==> config.mk <==
export PLATFORM = sky130hd
export DESIGN_NAME = http_request_line_parser_top
export DESIGN_NICKNAME = d
export VERILOG_FILES = /design/src/rtl/core/hrlp_pkg.sv /design/src/rtl/core/http_request_line_parser_top.sv /design/src/rtl/core/hrlp_front.sv /design/src/rtl/core/hrlp_back.sv
export SDC_FILE = /design/constraint.sdc
export NUM_CORES = 1
export LEC_CHECK = 0
export ABC_AREA = 1
export BUFFER_PORTS_ARGS = -buffer_cell sky130_fd_sc_hd__buf_2
export CAP_MARGIN = 30
export CORE_MARGIN = 2
export CORE_UTILIZATION = 35
export DETAILED_ROUTE_END_ITERATION = 6
export PLACE_DENSITY_LB_ADDON = 0.3
export SLEW_MARGIN = 15
export SYNTH_ARGS = -nofsm -noshare
export SYNTH_HDL_FRONTEND = slang
export SYNTH_SLANG_ARGS = --single-unit
export TNS_END_PERCENT = 50
==> constraint.sdc <==
create_clock -name clock -period 5.12 [get_ports clock]
set_input_delay 1.536 -clock clock [delete_from_list [all_inputs] [get_ports clock]]
set_output_delay 1.536 -clock clock [all_outputs]
set_load 0.05 [all_outputs]
==> src/rtl/core/hrlp_pkg.sv <==
// Shared types, constants and lookup function of the HTTP request line parser.
package hrlp_pkg;

   // Queue depth between the front and back parts, and of the result queue.
   localparam int Q_DEPTH = 2;
   localparam int Q_PTR_W = $clog2(Q_DEPTH);
   localparam int Q_CNT_W = $clog2(Q_DEPTH + 1);

   // Configuration port.
   localparam int CSR_ADDR_W = 3;
   localparam int CSR_DATA_W = 32;
   localparam logic CSR_IDX_LIMIT = 1'b0;
   localparam logic [15:0] LIMIT_RESET = 16'd8190;

   // Result codes.
   localparam logic [1:0] DEST_NONE    = 2'd0;
   localparam logic [1:0] DEST_METHOD  = 2'd1;
   localparam logic [1:0] DEST_URI     = 2'd2;
   localparam logic [1:0] DEST_VERSION = 2'd3;

   localparam logic [1:0] STATUS_PARTIAL = 2'd0;
   localparam logic [1:0] STATUS_GOOD    = 2'd1;
   localparam logic [1:0] STATUS_BAD     = 2'd2;

   localparam logic ACTION_FEED  = 1'b0;
   localparam logic ACTION_CLEAR = 1'b1;

   // State numbers used inside the transition table entries.
   localparam logic [4:0] TST_BAD     = 5'd0;
   localparam logic [4:0] TST_METHOD  = 5'd2;
   localparam logic [4:0] TST_SEP     = 5'd3;
   localparam logic [4:0] TST_STAR    = 5'd4;
   localparam logic [4:0] TST_PATH    = 5'd5;
   localparam logic [4:0] TST_VERSION = 5'd6;

   // Tag bits of a transition table entry.
   localparam logic [2:0] TAG_METHOD = 3'b001;
   localparam logic [2:0] TAG_URI    = 3'b010;

   localparam logic [3:0] CLASS_INVALID = 4'd0;
   localparam logic [3:0] CLASS_COUNT   = 4'd7;

   // Character classes for codes 0..127, eight nibbles per word, first code on top.
   localparam logic [31:0] CLASS_WORDS [0:15] = '{
      32'h00000000, 32'h00000000, 32'h00000000, 32'h00000000,
      32'h61021111, 32'h33413115, 32'h11111111, 32'h11330303,
      32'h31111111, 32'h11111111, 32'h11111111, 32'h11100021,
      32'h21111111, 32'h11111111, 32'h11111111, 32'h11102010
   };

   // Transitions for table rows 1..5 (start, method, separator, star, path) by class.
   localparam logic [7:0] TRANS_TABLE [0:5][0:6] = '{
      '{8'h00, 8'h00, 8'h00, 8'h00, 8'h00, 8'h00, 8'h00},
      '{8'h00, 8'h22, 8'h22, 8'h00, 8'h22, 8'h00, 8'h00},
      '{8'h00, 8'h22, 8'h22, 8'h00, 8'h22, 8'h00, 8'h03},
      '{8'h00, 8'h00, 8'h00, 8'h00, 8'h44, 8'h45, 8'h00},
      '{8'h00, 8'h00, 8'h00, 8'h00, 8'h00, 8'h00, 8'h06},
      '{8'h00, 8'h45, 8'h00, 8'h45, 8'h45, 8'h45, 8'h06}
   };

   localparam logic [2:0] ROW_NONE   = 3'd0;
   localparam logic [2:0] ROW_START  = 3'd1;
   localparam logic [2:0] ROW_METHOD = 3'd2;
   localparam logic [2:0] ROW_SEP    = 3'd3;
   localparam logic [2:0] ROW_STAR   = 3'd4;
   localparam logic [2:0] ROW_PATH   = 3'd5;

   // Version text; a '1' stands for any decimal digit.
   localparam int VER_LEN = 10;
   localparam int VER_IDX_W = $clog2(VER_LEN);
   localparam logic [7:0] VERSION_TEXT [0:VER_LEN-1] = '{
      8'h48, 8'h54, 8'h54, 8'h50, 8'h2f, 8'h31, 8'h2e, 8'h31, 8'h0d, 8'h0a
   };
   localparam logic [7:0] CHAR_ANY_DIGIT = 8'h31;
   localparam logic [7:0] CHAR_SPACE     = 8'h20;
   localparam logic [7:0] CHAR_ZERO      = 8'h30;
   localparam logic [7:0] CHAR_NINE      = 8'h39;

   typedef enum logic [7:0] {
      PH_BAD     = 8'b0000_0001,
      PH_START   = 8'b0000_0010,
      PH_METHOD  = 8'b0000_0100,
      PH_SEP     = 8'b0000_1000,
      PH_STAR    = 8'b0001_0000,
      PH_PATH    = 8'b0010_0000,
      PH_VERSION = 8'b0100_0000,
      PH_GOOD    = 8'b1000_0000
   } phase_type;

   // One classified item on its way from the front to the back.
   typedef struct packed {
      logic       action;
      logic [7:0] octet;
      logic [3:0] byte_class;
      logic       is_digit;
   } item_type;

   typedef struct packed {
      logic     valid;
      item_type item;
   } link_type;

   typedef struct packed {
      logic [1:0] byte_dest;
      logic [7:0] byte_value;
      logic [1:0] parse_status;
   } result_type;

   function automatic logic [3:0] class_of(input logic [7:0] octet);
      logic [31:0] word;
      logic [4:0]  shift;
      begin
         word  = CLASS_WORDS[octet[6:3]];
         shift = {~octet[2:0], 2'b00};
         if (octet[7]) begin
            class_of = CLASS_INVALID;
         end else begin
            class_of = word[shift +: 4];
         end
      end
   endfunction

endpackage

==> src/rtl/core/http_request_line_parser_top.sv <==
// Top level of the HTTP request line parser with its configuration register.
//
// The parser checks an HTTP request line of the form METHOD SP ("*" | path)
// SP "HTTP/d.d" CR LF, one byte per transfer on the request queue, and
// returns exactly one result per request transfer on the response queue:
// where the byte belongs (method, URI, version or nowhere), the byte itself
// when it is tagged, and the status of the line after it (partial, good or
// bad). A request with action set clears the parse and restarts it. Once a
// line is good or bad, further bytes are answered with the current status and
// change nothing until a clear. The register line_byte_limit (byte address 0,
// reset 8190) bounds the bytes in one line; the byte that goes past it makes
// the line bad. The block takes one byte per clock cycle with no bubbles
// while the response side keeps popping; each byte is registered in the
// front queue, and the back state machine turns it into a result that is
// registered in the result queue. Both queues hold two entries, so either
// side may stall while the other keeps going until the queues fill. Write the
// register only while no byte is in flight.
module http_request_line_parser_top
   import hrlp_pkg::*;
(
   input  logic                  clock,
   input  logic                  reset,
   // Request queue.
   input  logic                  push,
   output logic                  full,
   input  logic                  req_action,
   input  logic [7:0]            req_octet,
   // Response queue.
   output logic                  empty,
   input  logic                  pop,
   output logic [1:0]            rsp_byte_dest,
   output logic [7:0]            rsp_byte_value,
   output logic [1:0]            rsp_parse_status,
   // Configuration port.
   input  logic                  psel,
   input  logic                  penable,
   input  logic                  pwrite,
   input  logic [CSR_ADDR_W-1:0] paddr,
   input  logic [CSR_DATA_W-1:0] pwdata,
   output logic [CSR_DATA_W-1:0] prdata,
   output logic                  pready
);

   logic [15:0] limit_ff, limit_in;
   logic        reg_index;
   logic        wr_strobe;
   link_type    link;
   logic        take;
   result_type  result;

   // The register index is the word address; addresses past the list are
   // accepted and ignored, and read back as zero.
   assign reg_index = paddr[2];
   assign pready    = 1'b1;
   assign wr_strobe = psel && penable && pwrite && pready;

   always_comb begin
      limit_in = limit_ff;
      if (wr_strobe && reg_index == CSR_IDX_LIMIT) begin
         limit_in = pwdata[15:0];
      end
   end

   always_ff @(posedge clock) begin
      if (reset) begin
         limit_ff <= LIMIT_RESET;
      end else begin
         limit_ff <= limit_in;
      end
   end

   assign prdata = (reg_index == CSR_IDX_LIMIT) ? {16'd0, limit_ff} : '0;

   // The front classifies each byte through the class table and queues it.
   hrlp_front u_front (
      .clock      (clock),
      .reset      (reset),
      .push       (push),
      .full       (full),
      .req_action (req_action),
      .req_octet  (req_octet),
      .link       (link),
      .take       (take)
   );

   // The back runs the line state machine and queues the results.
   hrlp_back u_back (
      .clock           (clock),
      .reset           (reset),
      .line_byte_limit (limit_ff),
      .link            (link),
      .take            (take),
      .pop             (pop),
      .empty           (empty),
      .result          (result)
   );

   assign rsp_byte_dest    = result.byte_dest;
   assign rsp_byte_value   = result.byte_value;
   assign rsp_parse_status = result.parse_status;

endmodule

==> src/rtl/core/hrlp_front.sv <==
// Front part: classifies incoming bytes and queues them for the back part.
module hrlp_front
   import hrlp_pkg::*;
(
   input  logic       clock,
   input  logic       reset,
   input  logic       push,
   output logic       full,
   input  logic       req_action,
   input  logic [7:0] req_octet,
   output link_type   link,
   input  logic       take
);

   item_type             entry_ff [Q_DEPTH];
   logic [Q_PTR_W-1:0]   wr_ptr_ff, wr_ptr_in;
   logic [Q_PTR_W-1:0]   rd_ptr_ff, rd_ptr_in;
   logic [Q_CNT_W-1:0]   count_ff, count_in;
   item_type             new_item;
   logic                 do_push;
   logic                 do_pop;

   always_comb begin
      new_item.action     = req_action;
      new_item.octet      = req_octet;
      new_item.byte_class = class_of(req_octet);
      new_item.is_digit   = (req_octet >= CHAR_ZERO) && (req_octet <= CHAR_NINE);
   end

   assign full    = (count_ff == Q_CNT_W'(Q_DEPTH));
   assign do_push = push && !full;
   assign do_pop  = take && (count_ff != '0);

   always_comb begin
      wr_ptr_in = wr_ptr_ff;
      rd_ptr_in = rd_ptr_ff;
      count_in  = count_ff;
      if (do_push) begin
         wr_ptr_in = (wr_ptr_ff == Q_PTR_W'(Q_DEPTH - 1)) ? '0 : wr_ptr_ff + 1'b1;
      end
      if (do_pop) begin
         rd_ptr_in = (rd_ptr_ff == Q_PTR_W'(Q_DEPTH - 1)) ? '0 : rd_ptr_ff + 1'b1;
      end
      if (do_push && !do_pop) begin
         count_in = count_ff + 1'b1;
      end else if (do_pop && !do_push) begin
         count_in = count_ff - 1'b1;
      end
   end

   always_ff @(posedge clock) begin
      if (reset) begin
         wr_ptr_ff <= '0;
         rd_ptr_ff <= '0;
         count_ff  <= '0;
      end else begin
         wr_ptr_ff <= wr_ptr_in;
         rd_ptr_ff <= rd_ptr_in;
         count_ff  <= count_in;
      end
   end

   always_ff @(posedge clock) begin
      if (do_push) begin
         entry_ff[wr_ptr_ff] <= new_item;
      end
   end

   assign link.valid = (count_ff != '0);
   assign link.item  = entry_ff[rd_ptr_ff];

`ifndef NO_ASSERTIONS
   a_count_in_range: assert property (@(posedge clock) disable iff (reset)
      count_ff <= Q_CNT_W'(Q_DEPTH))
      else $error("front queue count beyond its depth");
`endif

endmodule

==> src/rtl/core/hrlp_back.sv <==
// Back part: runs the request line state machine and queues the results.
module hrlp_back
   import hrlp_pkg::*;
(
   input  logic        clock,
   input  logic        reset,
   input  logic [15:0] line_byte_limit,
   input  link_type    link,
   output logic        take,
   input  logic        pop,
   output logic        empty,
   output result_type  result
);

   phase_type               phase_ff, phase_in;
   logic [VER_IDX_W-1:0]    vidx_ff, vidx_in;
   logic [15:0]             count_ff, count_in;
   logic [16:0]             next_count;
   logic                    over_limit;
   logic [2:0]              row;
   logic [7:0]              trans;
   logic [7:0]              expect_char;
   logic                    char_ok;
   logic [1:0]              dest;
   result_type              new_result;

   result_type              out_ff [Q_DEPTH];
   logic [Q_PTR_W-1:0]      wr_ptr_ff, wr_ptr_in;
   logic [Q_PTR_W-1:0]      rd_ptr_ff, rd_ptr_in;
   logic [Q_CNT_W-1:0]      out_cnt_ff, out_cnt_in;
   logic                    out_full;
   logic                    do_pop;

   function automatic phase_type phase_of(input logic [4:0] code);
      begin
         unique case (code)
            TST_METHOD:  phase_of = PH_METHOD;
            TST_SEP:     phase_of = PH_SEP;
            TST_STAR:    phase_of = PH_STAR;
            TST_PATH:    phase_of = PH_PATH;
            TST_VERSION: phase_of = PH_VERSION;
            default:     phase_of = PH_BAD;
         endcase
      end
   endfunction

   assign out_full = (out_cnt_ff == Q_CNT_W'(Q_DEPTH));
   assign take     = link.valid && !out_full;

   assign next_count  = {1'b0, count_ff} + 17'd1;
   assign over_limit  = next_count > {1'b0, line_byte_limit};
   assign expect_char = VERSION_TEXT[vidx_ff];
   assign char_ok     = (expect_char == CHAR_ANY_DIGIT) ? link.item.is_digit
                                                        : (link.item.octet == expect_char);

   always_comb begin
      unique case (phase_ff)
         PH_START:  row = ROW_START;
         PH_METHOD: row = ROW_METHOD;
         PH_SEP:    row = ROW_SEP;
         PH_STAR:   row = ROW_STAR;
         PH_PATH:   row = ROW_PATH;
         default:   row = ROW_NONE;
      endcase
      if (link.item.byte_class < CLASS_COUNT) begin
         trans = TRANS_TABLE[row][link.item.byte_class[2:0]];
      end else begin
         trans = '0;
      end
   end

   always_comb begin
      phase_in = phase_ff;
      vidx_in  = vidx_ff;
      count_in = count_ff;
      dest     = DEST_NONE;
      if (take) begin
         if (link.item.action == ACTION_CLEAR) begin
            phase_in = PH_START;
            vidx_in  = '0;
            count_in = '0;
         end else if (phase_ff != PH_GOOD && phase_ff != PH_BAD) begin
            count_in = next_count[15:0];
            if (over_limit) begin
               phase_in = PH_BAD;
            end else if (phase_ff == PH_VERSION) begin
               if (!char_ok) begin
                  phase_in = PH_BAD;
               end else if (vidx_ff == VER_IDX_W'(VER_LEN - 1)) begin
                  phase_in = PH_GOOD;
               end else begin
                  vidx_in = vidx_ff + 1'b1;
               end
               if (expect_char > CHAR_SPACE) begin
                  dest = DEST_VERSION;
               end
            end else begin
               if (link.item.byte_class == CLASS_INVALID) begin
                  phase_in = PH_BAD;
               end else begin
                  phase_in = phase_of(trans[4:0]);
               end
               vidx_in = '0;
               if (trans[7:5] == TAG_METHOD) begin
                  dest = DEST_METHOD;
               end else if (trans[7:5] == TAG_URI) begin
                  dest = DEST_URI;
               end
            end
         end
      end
   end

   always_comb begin
      new_result.byte_dest  = dest;
      new_result.byte_value = (dest != DEST_NONE) ? link.item.octet : 8'd0;
      if (phase_in == PH_GOOD) begin
         new_result.parse_status = STATUS_GOOD;
      end else if (phase_in == PH_BAD) begin
         new_result.parse_status = STATUS_BAD;
      end else begin
         new_result.parse_status = STATUS_PARTIAL;
      end
   end

   always_ff @(posedge clock) begin
      if (reset) begin
         phase_ff <= PH_START;
         vidx_ff  <= '0;
         count_ff <= '0;
      end else begin
         phase_ff <= phase_in;
         vidx_ff  <= vidx_in;
         count_ff <= count_in;
      end
   end

   // Result queue.
   assign do_pop = pop && (out_cnt_ff != '0);
   assign empty  = (out_cnt_ff == '0);
   assign result = out_ff[rd_ptr_ff];

   always_comb begin
      wr_ptr_in  = wr_ptr_ff;
      rd_ptr_in  = rd_ptr_ff;
      out_cnt_in = out_cnt_ff;
      if (take) begin
         wr_ptr_in = (wr_ptr_ff == Q_PTR_W'(Q_DEPTH - 1)) ? '0 : wr_ptr_ff + 1'b1;
      end
      if (do_pop) begin
         rd_ptr_in = (rd_ptr_ff == Q_PTR_W'(Q_DEPTH - 1)) ? '0 : rd_ptr_ff + 1'b1;
      end
      if (take && !do_pop) begin
         out_cnt_in = out_cnt_ff + 1'b1;
      end else if (do_pop && !take) begin
         out_cnt_in = out_cnt_ff - 1'b1;
      end
   end

   always_ff @(posedge clock) begin
      if (reset) begin
         wr_ptr_ff  <= '0;
         rd_ptr_ff  <= '0;
         out_cnt_ff <= '0;
      end else begin
         wr_ptr_ff  <= wr_ptr_in;
         rd_ptr_ff  <= rd_ptr_in;
         out_cnt_ff <= out_cnt_in;
      end
   end

   always_ff @(posedge clock) begin
      if (take) begin
         out_ff[wr_ptr_ff] <= new_result;
      end
   end

`ifndef NO_ASSERTIONS
   a_clear_restarts: assert property (@(posedge clock) disable iff (reset)
      (take && link.item.action == ACTION_CLEAR) |=> (phase_ff == PH_START && count_ff == '0))
      else $error("clear did not restart the parse");
   a_good_holds: assert property (@(posedge clock) disable iff (reset)
      (phase_ff == PH_GOOD && !(take && link.item.action == ACTION_CLEAR))
      |=> phase_ff == PH_GOOD)
      else $error("completed line left the good state without a clear");
   a_done_count_frozen: assert property (@(posedge clock) disable iff (reset)
      ((phase_ff == PH_GOOD || phase_ff == PH_BAD) && !(take && link.item.action == ACTION_CLEAR))
      |=> count_ff == $past(count_ff))
      else $error("byte count moved after the line was finished");
`endif

endmodule

Word level (Yosys, flattened, before mapping)

Memories as Yosys holds them, arrays and structs flattened. A register that Yosys moved wholly into a read port is not among the register bits.
Index checks and enable logic that the tools add are counted.

Flip-flop bits (word level): 52
RAM bits: 52
ROM bits: 1,088
Input port bits: 51
Output and inout port bits: 47
Word-level logic and storage cells: 153
Memories: 5

Memories:

| memory           | depth | width | rd ports | clocked after memory_dff | wr ports | RTL line         | text |
|---|---|---|---|---|---|---|---|
| (name not given) | 16    | 32    | 1        | 0                        | 0        | hrlp_pkg.sv:113  | `word = CLASS_WORDS[octet[6:3]];` |
| (name not given) | 8     | 56    | 1        | 0                        | 0        | hrlp_back.sv:66  | `trans = TRANS_TABLE[row][link.item.byte_class[2:0]];` |
| (name not given) | 16    | 8     | 1        | 0                        | 0        | hrlp_back.sv:52  | `assign expect_char = VERSION_TEXT[vidx_ff];` |
| u_front.entry_ff | 2     | 14    | 1        | 1                        | 1        | hrlp_front.sv:15 | `item_type entry_ff [Q_DEPTH];` |
| u_back.out_ff    | 2     | 12    | 1        | 1                        | 1        | hrlp_back.sv:27  | `result_type out_ff [Q_DEPTH];` |

Add/subtract/negate cells: 10
Order comparisons: 9
Eq/ne operators: 25
Shifts and indexed selects: 1
Mux-type cells: 58
Bitwise gates (word level): 6
Reduce and logical (&&, ||, !) cells: 29

Operators with widths:

| kind                  | count |
|---|---|
| $mux 56               | 2 |
| $mux 8                | 14 |
| $mux 32               | 2 |
| $mux 16               | 3 |
| $pmux 7 s5            | 1 |
| $shiftx 32x6->4       | 1 |
| $mux 2                | 14 |
| $mux 4                | 7 |
| $bmux 8 s3            | 1 |
| $add 16x1->17 const B | 1 |
| $gt 17x16->1          | 1 |
| $eq 8x6->1 const B    | 2 |
| $eq 5x3->1 const B    | 3 |
| $pmux 3 s5            | 1 |
| $logic_and 1x1->1     | 13 |
| $mux 1                | 13 |
| $reduce_bool 2->1     | 6 |
| $eq 5x2->1 const B    | 2 |
| $ge 5x5->1 const B    | 2 |
| $not 4->5             | 2 |
| $eq 8x1->1 const B    | 1 |
| $eq 8x2->1 const B    | 1 |
| $eq 8x3->1 const B    | 1 |
| $eq 8x4->1 const B    | 1 |
| 30 further kinds      | 43 |

Longest topological paths before layout

Depth in word-level cells: 21
Mapped depth: 23
Gate-level depth less buffers: 23

Hierarchy

Synthesis repeated with hierarchy kept, for this count alone.

Cell total of the unflattened synthesis: 814
Area, all modules: 6,476.2 µm²

Modules (own cells, without submodules):

| module                       | times used | cells each | area each (µm²) | seq. area each (µm²) |
|---|---|---|---|---|
| hrlp_back                    | 1          | 534        | 3,978.8         | 1,381.3 |
| hrlp_front                   | 1          | 143        | 1,549.0         | 880.8 |
| http_request_line_parser_top | 1          | 137        | 948.4           | 320.3 |

Worst setup path before layout

No wires, ideal clock.

Path type: in2out
From: in paddr[2]
To: out prdata[10]
Data arrival time: 2.578 ns
Required time: 3.584 ns
Slack: 1.006 ns
Cell stages on the path: 3
Path buffers: 2
Cell sequence: clkbuf_1 -> clkbuf_1 -> nor2_1

Word-level cells in the longest chain between the ends: 1

Ends and longest elaborated chain:

| what        | RTL line                           | text |
|---|---|---|
| from (decl) | http_request_line_parser_top.sv:38 | `input logic [CSR_ADDR_W-1:0] paddr,` |
| $mux 16     | http_request_line_parser_top.sv:72 | `assign prdata = (reg_index == CSR_IDX_LIMIT) ? {16'd0, limit_ff} : '0;` |
| to (decl)   | http_request_line_parser_top.sv:40 | `output logic [CSR_DATA_W-1:0] prdata,` |

Every way passes these cells.

Worst setup path after layout

From: in paddr[2]
To: out prdata[9]

The elaborated chain is that of the path after synthesis.

==> run_results.csv <==
group,metric,value,unit
critical_path,path_common_cell,"buf_2",
critical_path,regToRegStartpoint,"u_back.count_ff[2]$_SDFFE_PP0P_",
detailed_routing,drt_first_pass_iters,5,
synthesis,syn_avg_cell_area,7.93,sq um
detailed_routing,wire_per_inst,12.0,um
timing,hold_viol,0,
detailed_routing,wl,12900,um
critical_path,worstPathArrival,2120,ps
finish,n_fill_cell,1802,
status,status,"finished clean",
pwr,power_per_cell_area,463,nW/um^2
critical_path,crit_path_max_fanout,17,
finish,syn_to_final_growth,12.6,%
floorplan,initial_core_util,0.358,
pwr,switchingPower,1.35,mW
synthesis,ys_seq_elements,104,
global_routing,antenna_found_initial,0,
finish,final_common_cell,"nand2_1",
synthesis,async_reset_ff_frac,0,
critical_path,cp.required,3580,ps
timing,timing.final.ws_setup,1460,ps
critical_path,startpoint_type,"primary input",
placement,portBuffers,62,
detailed_routing,dr.first_iter.drc_count,273,
flow_run,drv_cap,0,
timing,setup_viol,0,
timing,worst_pin_slew,893,ps
detailed_routing,vias_per_cell,4.65,
finish,drive_above_1_share,0.177,
global_routing,grt_usage,0.143,
pwr,leakage,3.13,nW
synthesis,syn_inst,782,
timing,skew,7.65,ps
synthesis,netlist_top_cells_area,"edfxtp_1 24%, dfxtp_1 17%, nand2_1 11%",
global_routing,first_global_vias,4453,
pwr,power.share.combinational,0.427,
timing,slew_headroom,0.389,
floorplan,die_w,137,um
critical_path,reg2reg_to,"u_back.out_ff[0][0]$_DFFE_PP_",
synthesis,yosysTopAreaCell,"edfxtp_1",
clocking,cts_buffers,9,
clocking,clock-sinks,104,
timing,fin_crit,3660,ps
placement,gp_congestion,0.855,
clocking,cts_tree,"yes",
clocking,cts-root-buf,"clkbuf_16",
timing,drv_slew,0,
floorplan,core.rowCount,48,
timing,max_freq,0.273,GHz
placement,placed_cells_incl_taps,1052,
clocking,hold_buffers,0,
floorplan,core,17300,sq um
clocking,htreeDepth,3,
synthesis,yosys_warnings,0,
pwr,p_int,1.88,mW
pwr,seqPwrFrac,0.354,
global_routing,grt_pass1_wl,21200,um
placement,dp_hpwl,9680,um
floorplan,io_pins,98,
global_routing,grt_start_max_net_pins,28,
synthesis,synth_top_area_frac,0.242,
detailed_routing,drtAntennaViolNets,0,
critical_path,critPathMaxStageDelay,260,ps
pwr,swShare,0.419,
clocking,cts_setup_buffers,0,
clocking,clockBufferDepth,2,
floorplan,die_y,137,um
finish,diodes,0,
critical_path,critPathKind,"primary input to output port",
pwr,clkPwrFrac,0.219,
clocking,clkTransAtPathRegs,60,ps
detailed_routing,drc,0,
clocking,clock_latency,350,ps
placement,place_ws,1460,ps
finish,stdcell_count,1069,
critical_path,cp_cell_sequence,"buf_2 > nor2_1 > buf_2",
finish,final_cell_mix,"180 x nand2_1, 90 x inv_1, 79 x nor2_1",
critical_path,startpoint,"paddr[2]",
critical_path,critical-path-slowest-cell,"buf_2",
critical_path,reg2reg_slack,1630,ps
synthesis,syn-cell-area,6200,sq um
critical_path,endpoint,"prdata[9]",
finish,nets,921,
timing,rsz0062_at_grt,"no",
synthesis,synth_ff_type,"dfxtp_1",
floorplan,die_area,18800,sq um
timing,fin_crit_sh,0.715,
synthesis,synth_edf_count,50,
global_routing,grt-ovfl-total,0,
critical_path,cp-end-kind,"output port",
synthesis,yosys.cell_types.count,50,
pwr,ir_drop,0.208,mV
clocking,post_cts_resized,0,
detailed_routing,vias,4967,
hold_path,worstHoldPathType,"flop to flop",
critical_path,worstRegToRegCells,17,
timing,setup_tns,0,ps
synthesis,seq_area_frac_synth,0.417,
-- flip-flops by register name, indices dropped and copies added (netlist names), named ones only --
name / flops
limit_ff: 16
u_back.count_ff: 16
u_back.out_cnt_ff: 2
u_back.out_ff: 24
u_back.phase_ff: 8
u_back.rd_ptr_ff: 1
u_back.vidx_ff: 4
u_back.wr_ptr_ff: 1
u_front.count_ff: 2
u_front.entry_ff: 26
u_front.rd_ptr_ff: 1
u_front.wr_ptr_ff: 1
-- layout make-up --
cell class              instances  area [sq um]  share of cell area
clock buffers                  13           272              0.0389
clock inverters                 3          38.8             0.00556
inverters                     107           403              0.0577
multi-input cells             550          3050               0.436
flip-flops and latches        104          2580               0.370
well taps                     225           282              0.0403
repair buffers                 67           355              0.0509
-- synth_stat cells, types with 3 or more instances --
master / instances
clkbuf_1: 12
nand2_2: 6
edfxtp_1: 50
mux2_2: 12
o21ai_0: 28
a31oi_1: 3
a21oi_1: 54
o21ai_1: 6
nor2_2: 9
buf_2: 3
xnor2_1: 4
nor2_4: 4
nand2_1: 180
dfxtp_1: 54
nor2_1: 79
nand4_1: 16
inv_1: 90
buf_4: 17
nor3_1: 9
nand3_2: 3
o211ai_1: 14
inv_2: 15
nor4_1: 4
a21oi_2: 4
xor2_1: 9
ha_1: 31
buf_6: 3
nand3_1: 35
o21ai_2: 5
-- stage by stage --
step	hold slack [ps]	total power [mW]	utilization	area, sq um
2_1_floorplan	426	2.26	-	6260
3_3_place_gp	439	2.53	0.384	6650
3_5_place_dp	447	2.55	0.385	6650
4_1_cts	454	3.26	0.403	6960
5_1_grt	481	3.47	0.403	6980
6_report	460	3.23	0.403	6980
-- logic make-up (layout without fill, tap and decap cells) --
family,Yosys count,after routing,synth area share
buf+inv,143,190,0.101
other cells,2,17,0.00121
flops,104,104,0.417
simple gates,353,353,0.256
compound gates,123,123,0.121
xor+xnor,13,13,0.0184
fa+ha+maj,31,31,0.0626
mux,13,13,0.0234
-- worst min path at each step --
stage | start | end | slack [ps] | depth (start not counted)
after floorplan | u_front.rd_ptr_ff$_SDFFE_PP0P_ | flop | 430 | 1
after global placement | u_front.rd_ptr_ff$_SDFFE_PP0P_ | u_front.rd_ptr_ff$_SDFFE_PP0P_ | 440 | 1
after detailed placement | u_front.rd_ptr_ff$_SDFFE_PP0P_ | u_front.rd_ptr_ff$_SDFFE_PP0P_ | 450 | 1
after CTS | u_front.rd_ptr_ff$_SDFFE_PP0P_ | u_front.rd_ptr_ff$_SDFFE_PP0P_ | 450 | 1
after global routing | u_front.rd_ptr_ff$_SDFFE_PP0P_ | u_front.rd_ptr_ff$_SDFFE_PP0P_ | 480 | 1
final | u_front.rd_ptr_ff$_SDFFE_PP0P_ | u_front.rd_ptr_ff$_SDFFE_PP0P_ | 460 | 1
-- power by group through the flow --
stage	combinational, mW	sequential [mW]	clock [mW]
after floorplan	1.13	1.13	0
after global placement	1.34	1.19	0
after detailed placement	1.36	1.19	0
after CTS	1.36	1.17	0.732
after global routing	1.54	1.16	0.761
final	1.38	1.14	0.708
-- worst max-delay path: cells and delay by family --
kind | cells | cell delay, ps
buffers and inverters | 2 | 450
and+or+nand+nor | 1 | 130
-- metal layers --
metal / routed length, um / global-route usage
met1: 6150 / 0.189
met2: 6000 / 0.232
met3: 513 / 0.0293
met4: 190 / 0.0475
met5: 0 / 0
Power figures use the tool's default switching activity.
